`src/rtl/encoder_position_pid_move_unit_assert.svh`:
```
// ---------------------------------------------------------------------------
// Assertion macros for the position move unit
// Concurrent checks with and without a reset qualifier.
// ---------------------------------------------------------------------------
`ifndef ENCODER_POSITION_PID_MOVE_UNIT_ASSERT_SVH
`define ENCODER_POSITION_PID_MOVE_UNIT_ASSERT_SVH

`ifndef SYNTHESIS
`define EPPM_ASSERT(lbl, clk, rst, prop, msg) \
   lbl: assert property (@(posedge clk) disable iff (rst) prop) else $error(msg);
`define EPPM_ASSERT_NORST(lbl, clk, prop, msg) \
   lbl: assert property (@(posedge clk) prop) else $error(msg);
`else
`define EPPM_ASSERT(lbl, clk, rst, prop, msg)
`define EPPM_ASSERT_NORST(lbl, clk, prop, msg)
`endif

`endif

```
`src/rtl/eppm_pkg.sv`:
```
// ---------------------------------------------------------------------------
// Position move unit package
// Operation, direction and register codes, widths and shared types.
// ---------------------------------------------------------------------------
package eppm_pkg;

   localparam int DIV_NUM_W = 76;
   localparam int DIV_DEN_W = 32;
   localparam int MUL_W     = 32;

   localparam logic [1:0] OP_START = 2'd0;
   localparam logic [1:0] OP_EDGE  = 2'd1;
   localparam logic [1:0] OP_TICK  = 2'd2;

   localparam logic [1:0] DIR_STOP = 2'd0;
   localparam logic [1:0] DIR_FWD  = 2'd1;
   localparam logic [1:0] DIR_REV  = 2'd2;

   localparam logic [2:0] CSR_PROP_GAIN  = 3'd0;
   localparam logic [2:0] CSR_DERIV_GAIN = 3'd1;
   localparam logic [2:0] CSR_INTEG_GAIN = 3'd2;
   localparam logic [2:0] CSR_CPU        = 3'd3;
   localparam logic [2:0] CSR_PWM_MAX    = 3'd4;
   localparam logic [2:0] CSR_PWM_MIN    = 3'd5;
   localparam logic [2:0] CSR_STOP_MARG  = 3'd6;

   typedef struct packed {
      logic busy;
      logic done;
   } div_status_type;

endpackage

```
`src/rtl/eppm_mult.sv`:
```
// ---------------------------------------------------------------------------
// Shared multiplier
// Unsigned 32 by 32 product, registered.
// ---------------------------------------------------------------------------
module eppm_mult (
   input  logic                         clock,
   input  logic [eppm_pkg::MUL_W-1:0]   op_a,
   input  logic [eppm_pkg::MUL_W-1:0]   op_b,
   output logic [2*eppm_pkg::MUL_W-1:0] prod
);
   import eppm_pkg::*;

   logic [2*MUL_W-1:0] prod_ff;

   always_ff @(posedge clock) begin
      prod_ff <= op_a * op_b;
   end

   assign prod = prod_ff;

endmodule
```
`config.mk`:
```
export PLATFORM = sky130hd
export DESIGN_NAME = eppm_mult
export DESIGN_NICKNAME = d
export VERILOG_FILES = /design/src/rtl/encoder_position_pid_move_unit_assert.svh /design/src/rtl/eppm_pkg.sv /design/src/rtl/eppm_mult.sv
export SDC_FILE = /design/constraint.sdc
export NUM_CORES = 2
export LEC_CHECK = 0
export ABC_AREA = 1
export BUFFER_PORTS_ARGS = -buffer_cell sky130_fd_sc_hd__buf_2
export CAP_MARGIN = 0
export CORE_ASPECT_RATIO = 0.6
export CORE_MARGIN = 1.5
export CORE_UTILIZATION = 45
export CTS_CLUSTER_DIAMETER = 150
export DETAILED_ROUTE_END_ITERATION = 12
export GPL_TIMING_DRIVEN = 0
export SETUP_SLACK_MARGIN = 0.1
export SYNTH_ARGS = -nofsm -noshare
export SYNTH_HDL_FRONTEND = slang
export SYNTH_SLANG_ARGS = --single-unit
```
`constraint.sdc`:
```
create_clock -name clock -period 11.51 [get_ports clock]
set_input_delay 1.151 -clock clock [delete_from_list [all_inputs] [get_ports clock]]
set_output_delay 1.151 -clock clock [all_outputs]
set_load 0.01 [all_outputs]
```
==> run metrics <==
CP endpoint prod[47]$_DFF_P_; CP most frequent cell fa_1; Core ar. roughly 80,000 sq um; die area 84,910 sq um; CP Class in2reg; CP Launch Point op_b[7]; # IOs around 130; CP Depth 24; mapped cell area 37,400 sq um; failing checks capacitance limit, slew limit; drt initial violations approximately 4,400; Max Root-Sink Buffers 2; Min Clock Period, post-route 8700 ps; Tot GR Track Use 36.82%; TritonCTS clock tree built; max_cap viols 1; Worst Path Required 11,720 ps; Filler Cell Count 8,499; initial antenna violation count 9; synth cell count leaders inv_1 (1,723), nand2_1 (1,566), fa_1 (896), ha_1 (263), clkbuf_1 (192); Core Util, Final 48.51%; CTS H-tree depth 3; grt met3 use 14.86%; fin area just under 40,000 sq um; setup_tns 0 ps; post-cts sizing count 0; Post CTS Setup Buffer Count 0; fmax between 0.1 and 0.15 GHz; syn nets 6,247; DRC 0; Initial Utilization 45.67%; sequential share of the synthesized area 3.426%; M2 GR Usage 48.80%; Worst Path Buf+Inv 6; met1 Resource Use GR a little over half; delay-heaviest family, CP adder cells; Wirelength per Cell 24.41 um; Main synth FF type dfxtp_1; CP startpoint kind input port; yosys warns 0; FFs w/ async S/R, synth 0%; RSZ-0062 raised after global routing false; FP Rows 81; clock root buffer clkbuf_16; Final period util around 76%; post-route antenna net violation count 0; worst endpoint data arrival time around 9000 ps; outcome complete, but fails checks; Die W around 380 um; synth unique cells 23; first-pass GRT wire length 219.9 mm; largest net degree at the start of global routing 11; CP Max Fanout 10; gr busiest metal met1; PortBufs 128; die height roughly 230 um; RePlAce Congestion 1.050; DP HPWL 131.1 mm; layout cells sized above 1 4.025%; Final Hold Viols 0; Detailed Route WL 152.6 mm; CP cell instances buf_2, clkbuf_1, nand2_1, inv_1, fa_1, fa_1, fa_1, inv_1, fa_1, inv_1, fa_1, fa_1, fa_1, fa_1, ha_1, nand2_1, nor2_1, inv_1, nor2_1, a21oi_1, nand2_2, nand2_1, nand3_1, nand2_1; Detailed Routing Iterations Pass 1 5; Worst Hold Class in2reg; top cell type by total area after synthesis fa_1; ranking of synthesized cells by area fa_1 (48%), inv_1 (17%), nand2_1 (16%), ha_1 (8.8%), dfxtp_1 (3.4%); Critical Path Slowest Stage Cell clkbuf_1; vias per std cell 5.153; count leader, synth inv_1; Mapped Cells between 5,000 and 6,000; dpl cell area 39,390 sq um; Synth top area share a little under half; Slew @ Worst Pin 1614 ps; routed vias roughly 32,000; Setup Viol. Count Final 0; Layout area overhead 6.212%; number of buffers added to fix hold violations after cts 0; CTS Sinks 64; Largest stage delay, worst path 1050 ps; total congestion overflow 0; final net count 6,388; clk slew on worst S/H paths 50 ps; max FFs per register 64; number of global-route vias before repair 31,250; CP Capture Type flop; Rel. slew slack -7.627%; fin. max-slew vios 11; syn_area_per_cell 7.446 sq um; Num CTS Buffers 9; Yosys reg bits between 60 and 70; Post-synth EDFFs 0
-- cells in the final DEF, fill, tap and decap left out --
master	instances
nor2_2	14
fa_1	896
buf_2	128
clkbuf_1	193
nand3_2	9
nor3_4	1
o21bai_1	11
inv_2	12
nor2_4	6
diode_2	6
nand4_1	16
nand2_2	15
bufinv_16	1
buf_8	2
clkbuf_8	1
a21oi_1	43
clkinv_2	3
ha_1	263
inv_1	1723
nor3_2	6
nor3_1	11
dfxtp_1	64
nand2_1	1566
xor2_1	33
o21ai_0	2
xnor2_1	2
nand3_1	56
o21bai_2	1
clkbuf_16	9
nor2_1	81
-- routing by layer --
layer / part of all wire (%) / wire, um
met4: 3.1 / 4729
met2: 38 / 57620
met5: 0.018 / 27
met1: 42 / 64850
met3: 17 / 25420
-- worst min path at each step --
| stage | depth (start not counted) | end | from | slack [ps] |
|---|---|---|---|---|
| 2_1_floorplan | 2 | prod[0]$_DFF_P_ | op_b[0] | 1250 |
| 6_report | 3 | prod[0]$_DFF_P_ | op_b[0] | 1120 |
| 3_5_place_dp | 3 | prod[0]$_DFF_P_ | op_b[0] | 1480 |
| 3_3_place_gp | 3 | prod[0]$_DFF_P_ | op_b[0] | 1490 |
| 4_1_cts | 3 | prod[0]$_DFF_P_ | op_b[0] | 1120 |
| 5_1_grt | 3 | prod[0]$_DFF_P_ | op_b[0] | 1130 |
-- layout make-up --
class / instances / area, sq um / area share (%)
clock buffer: 11 / 242.7 / 0.6110
sequential: 64 / 1281 / 3.225
inverter: 1735 / 6513 / 16.39
clock inverter: 4 / 45.04 / 0.1134
buffer: 192 / 720.7 / 1.814
tap: 1079 / 1350 / 3.399
antenna: 6 / 15.01 / 0.03780
multi-input combinational: 3032 / 28890 / 72.72
timing repair buffer: 130 / 670.6 / 1.688
-- kinds of logic (layout without fill, tap and decap cells) --
logic type,after synthesis,in the layout,synth area share [%]
AOI/OAI and AO/OA,57,57,0.8531
xor gates and xnor gates,35,35,0.8196
adders and majority gates,1159,1159,56.76
buffers and inverters,1927,2072,19.34
DFF,64,64,3.426
other,0,6,0
and+or+nand+nor,1781,1781,18.80
-- through the flow --
step	hold WS, ps	instances	setup WS, ps
global route	1126	6248	2641
CTS	1120	6245	2894
global placement	1489	6230	2549
floorplan	1249	5023	4545
finish	1125	6253	2810
detailed placement	1481	6230	2566
-- tightest hold or removal path, stage by stage --
cell and delay, ps:
buf_2 160, nand2_1 80, inv_1 30
Power is left out: the tool's default activity adds up to more than one toggle a clock period on the data nets, which glitch-free logic cannot reach.
