### src/rtl/encoder_position_pid_move_unit_assert.svh
// ---------------------------------------------------------------------------
// Assertion macros for the position move unit
// Concurrent checks with and without a reset qualifier.
// ---------------------------------------------------------------------------
`ifndef ENCODER_POSITION_PID_MOVE_UNIT_ASSERT_SVH
`define ENCODER_POSITION_PID_MOVE_UNIT_ASSERT_SVH

`ifndef SYNTHESIS
`define EPPM_ASSERT(lbl, clk, rst, prop, msg) \
   lbl: assert property (@(posedge clk) disable iff (rst) prop) else $error(msg);
`define EPPM_ASSERT_NORST(lbl, clk, prop, msg) \
   lbl: assert property (@(posedge clk) prop) else $error(msg);
`else
`define EPPM_ASSERT(lbl, clk, rst, prop, msg)
`define EPPM_ASSERT_NORST(lbl, clk, prop, msg)
`endif

`endif

### src/rtl/eppm_pkg.sv
// ---------------------------------------------------------------------------
// Position move unit package
// Operation, direction and register codes, widths and shared types.
// ---------------------------------------------------------------------------
package eppm_pkg;

   localparam int DIV_NUM_W = 76;
   localparam int DIV_DEN_W = 32;
   localparam int MUL_W     = 32;

   localparam logic [1:0] OP_START = 2'd0;
   localparam logic [1:0] OP_EDGE  = 2'd1;
   localparam logic [1:0] OP_TICK  = 2'd2;

   localparam logic [1:0] DIR_STOP = 2'd0;
   localparam logic [1:0] DIR_FWD  = 2'd1;
   localparam logic [1:0] DIR_REV  = 2'd2;

   localparam logic [2:0] CSR_PROP_GAIN  = 3'd0;
   localparam logic [2:0] CSR_DERIV_GAIN = 3'd1;
   localparam logic [2:0] CSR_INTEG_GAIN = 3'd2;
   localparam logic [2:0] CSR_CPU        = 3'd3;
   localparam logic [2:0] CSR_PWM_MAX    = 3'd4;
   localparam logic [2:0] CSR_PWM_MIN    = 3'd5;
   localparam logic [2:0] CSR_STOP_MARG  = 3'd6;

   typedef struct packed {
      logic busy;
      logic done;
   } div_status_type;

endpackage

### src/rtl/eppm_divider.sv
// ---------------------------------------------------------------------------
// Restoring divider
// Unsigned quotient, one bit per cycle.
// ---------------------------------------------------------------------------
module eppm_divider (
   input  logic                           clock,
   input  logic                           reset,
   input  logic                           start,
   input  logic [eppm_pkg::DIV_NUM_W-1:0] num,
   input  logic [eppm_pkg::DIV_DEN_W-1:0] den,
   output logic [eppm_pkg::DIV_NUM_W-1:0] quo,
   output eppm_pkg::div_status_type       status
);
   import eppm_pkg::*;

   localparam int CNT_W = $clog2(DIV_NUM_W + 1);

   logic [DIV_NUM_W-1:0] quo_ff;
   logic [DIV_DEN_W-1:0] rem_ff;
   logic [DIV_DEN_W-1:0] den_ff;
   logic [CNT_W-1:0]     cnt_ff;
   logic                 busy_ff;
   logic                 done_ff;
   logic [DIV_DEN_W:0]   trial;
   logic                 fits;

   assign trial = {rem_ff, quo_ff[DIV_NUM_W-1]};
   assign fits  = trial >= {1'b0, den_ff};

   always_ff @(posedge clock) begin
      if (reset) begin
         busy_ff <= 1'b0;
         done_ff <= 1'b0;
         cnt_ff  <= '0;
      end else begin
         done_ff <= 1'b0;
         if (start) begin
            quo_ff  <= num;
            den_ff  <= den;
            rem_ff  <= '0;
            cnt_ff  <= CNT_W'(DIV_NUM_W);
            busy_ff <= 1'b1;
         end else if (busy_ff) begin
            if (fits) begin
               rem_ff <= DIV_DEN_W'(trial - {1'b0, den_ff});
            end else begin
               rem_ff <= trial[DIV_DEN_W-1:0];
            end
            quo_ff <= {quo_ff[DIV_NUM_W-2:0], fits};
            cnt_ff <= cnt_ff - 1'b1;
            if (cnt_ff == CNT_W'(1)) begin
               busy_ff <= 1'b0;
               done_ff <= 1'b1;
            end
         end
      end
   end

   assign quo         = quo_ff;
   assign status.busy = busy_ff;
   assign status.done = done_ff;

endmodule

### config.mk
export PLATFORM = sky130hd
export DESIGN_NAME = eppm_divider
export DESIGN_NICKNAME = d
export VERILOG_FILES = /design/src/rtl/encoder_position_pid_move_unit_assert.svh /design/src/rtl/eppm_pkg.sv /design/src/rtl/eppm_divider.sv
export SDC_FILE = /design/constraint.sdc
export NUM_CORES = 1
export LEC_CHECK = 0
export BUFFER_PORTS_ARGS = -buffer_cell sky130_fd_sc_hd__buf_2
export CAP_MARGIN = 0
export CORE_MARGIN = 2
export CORE_UTILIZATION = 49
export DETAILED_ROUTE_END_ITERATION = 6
export PLACE_DENSITY = 0.87
export SLEW_MARGIN = 20
export SYNTH_ARGS = -nofsm -noshare
export SYNTH_HDL_FRONTEND = slang
export SYNTH_SLANG_ARGS = --single-unit
### constraint.sdc
create_clock -name clock -period 6.99 [get_ports clock]
set_input_delay 1.0485 -clock clock [delete_from_list [all_inputs] [get_ports clock]]
set_output_delay 1.0485 -clock clock [all_outputs]
set_load 0.02 [all_outputs]
==> qor.yml <==
outcome: "finished, final reports clean"
yosys.area.top_type: "edfxtp_1"
slew_violations: 0
post-cts-setup-buffers: 0
clkLatencyLatePin_ps: 420
clock_path_buffers: 2
io_pins: 189
crit_type: "input port to register"
finalSetupViolations: 0
drt_iter0_drc: 397
syn_area_sq_mm: 0.00796
cap_viol_max_count: 0
dp_hpwl_um: 13500
gp_congestion: 0.914
vias_per_cell: 5.48
cts_sinks: 149
root_buffer: "clkbuf_16"
worstPathRequired_ps: 7090
netlist_top_cells_area: "edfxtp_1, mux2_2, ha_1"
path_max_fanout: 69
endpoint_kind: "register"
maxSlewHeadroom_pct: 29.8
netlist.area_leader.share_pct: 52.8
timing.hold.ws_ps: 530
leakagePower_nw: 4.02
startpoint_type: "input port"
grt_max_degree: 92
timing.setup.tns_ps: 0
holdBufCountCts: 0
worstMarginPinSlew_ps: 1050
cts_tree: "done"
grt_overflow: 0
rsz0062_at_grt: "no"
fp.dieArea_sq_mm: 0.0173
final_layout_size_suffix_gt1_share_pct: 37.2
rows: 46
yosys.cell_types.count: 68
max_freq_mhz: 265
antenna_left: 0
postCtsResizedCells: 0
nets: 979
yosys_warnings: 0
syn_avg_cell_area_sq_um: 12.2
dr.pass1.iters: 4
routedWlPerCell_um: 17.7
hp-class: "register to register"
fin_crit_sh_pct: 54.0
grt_first_pass_wirelength_um: 29900
ir_drop_v: 0.000241
clk_pin_slew_ps: 60
synthFlopType: "edfxtp_1"
finalHoldViolCount: 0
htreeDepth: 4
area_growth_pct: 21.9
layout_setup_ws_ps: 3210
p_total_mw: 2.66
vias: 5828
coreArea_sq_mm: 0.0159
synth.net_count: 798
pwr_density_cell_mw_per_mm2: 274
min_period_ps: 3780
die_h_um: 131
dieWidth_um: 131
ys_seq_area_share_pct: 55.1
async_reset_ff_share_pct: 0
dp_slack_ps: 2700
fill_cells: 1285
cp.arrival_ps: 3880
drc_errors: 0
syn-instance-count: 652
yosys_register_bits: 149
fin_skew_ps: 10.4
wirelength_um: 18800
synth-edff-count: 140
grt_antenna_before_repair: 3
portBuffers: 188
track_usage_pct: 21.9
grt_pass1_vias: 5920
numCtsBuffers: 17
start_util_pct: 50.1
[cells in the mapped netlist, types with 2 or more instances]
library cell	instances
a2111oi_0	3
a211oi_1	15
a21boi_0	2
a21o_1	12
a21oi_1	44
and3_1	6
and4_1	2
buf_1	2
buf_2	9
buf_4	4
clkbuf_1	14
dfxtp_1	9
edfxtp_1	140
ha_1	34
inv_1	41
mux2_2	76
mux2i_1	11
nand2_1	36
nand2b_1	2
nand3_1	13
nand3_2	2
nand3b_1	3
nand4_1	3
nor2_1	53
nor2b_1	9
nor3_1	11
o211ai_1	3
o21a_1	4
o21ai_0	18
o21ai_1	2
o21bai_1	2
o31ai_1	3
or3_1	4
or3b_1	2
xnor2_1	15
xor2_1	11
[final timing paths]
check             start         end  depth (start not counted)  slack [ps]
min reg2reg   cnt_ff[1]   cnt_ff[1]                          2         530
max reg2reg  rem_ff[25]  rem_ff[30]                          9        3410
min           cnt_ff[1]   cnt_ff[1]                          2         530
max               start   den_ff[4]                          5        3210
[routing by layer]
layer	track usage, %	vias to the layer above	share of wire [%]
met5	0	-	0.043
met4	6.52	2	1.6
met3	7.83	26	7.0
met2	38.3	187	51
met1	25.3	2817	40
li1	-	2796	-
[cells by family after synthesis]
| logic type | after synthesis | synth area share [%] |
|---|---|---|
| and+or+nand+nor | 157 | 9.76 |
| AOI/OAI and AO/OA | 127 | 10.9 |
| buffers and inverters | 71 | 3.69 |
| xor gates and xnor gates | 26 | 2.86 |
| DFF | 149 | 55.1 |
| adders and majority gates | 35 | 5.59 |
| muxes | 87 | 12.1 |
[layout by cell type (no fill, tap or decap), types with 3 or more instances in the layout]
cell,n
nor3_1,11
mux2i_1,11
a21oi_1,44
buf_4,4
inv_1,41
dfxtp_1,9
buf_2,187
and3_1,6
nand3_1,13
inv_8,3
a21o_1,12
nor2_1,50
o31ai_1,3
o21a_1,4
xor2_1,11
or3_1,4
nor2b_1,9
clkbuf_16,17
nand2_1,36
nand4_1,3
edfxtp_1,140
o211ai_1,3
mux2_2,76
bufinv_16,3
inv_6,6
xnor2_1,15
ha_1,34
a211oi_1,15
nand3b_1,3
a2111oi_0,3
o21ai_0,18
[report_power, final]
group | internal, mW | switching [mW]
Combinational | 0.242 | 0.342
Clock | 0.574 | 0.399
Sequential | 1.07 | 0.0371
Total | 1.89 | 0.778
[layout make-up]
cell class	instances	area, sq um	share of cell area [%]
flip-flops and latches	149	4380	45.2
multi-input cells	432	3300	34.0
repair buffers	192	977	10.1
clock buffers	17	425	4.38
well taps	216	270	2.78
clock inverters	15	190	1.96
inverters	41	154	1.59
diodes	2	5.00	0.0516
[worst max-delay path, cell delays in order]
cell,delay [ps]
buf_4,430
buf_4,760
inv_1,480
nor2_2,730
buf_4,420
[per-stage QoR]
stage / area (sq um) / std cells / utilization, %
after floorplan: 7960 / 652 / -
after global placement: 9080 / 1030 / 57.2
after detailed placement: 9080 / 1030 / 57.2
after CTS: 9700 / 1062 / 61.0
after global routing: 9700 / 1062 / 61.1
final: 9700 / 1064 / 61.1
[state kept, by name (all words and copies together) (netlist names)]
register / flops
done_ff: 1
rem_ff: 32
cnt_ff: 7
busy_ff: 1
quo: 76
den_ff: 32
Note: power is estimated with default switching activity, not from simulation.
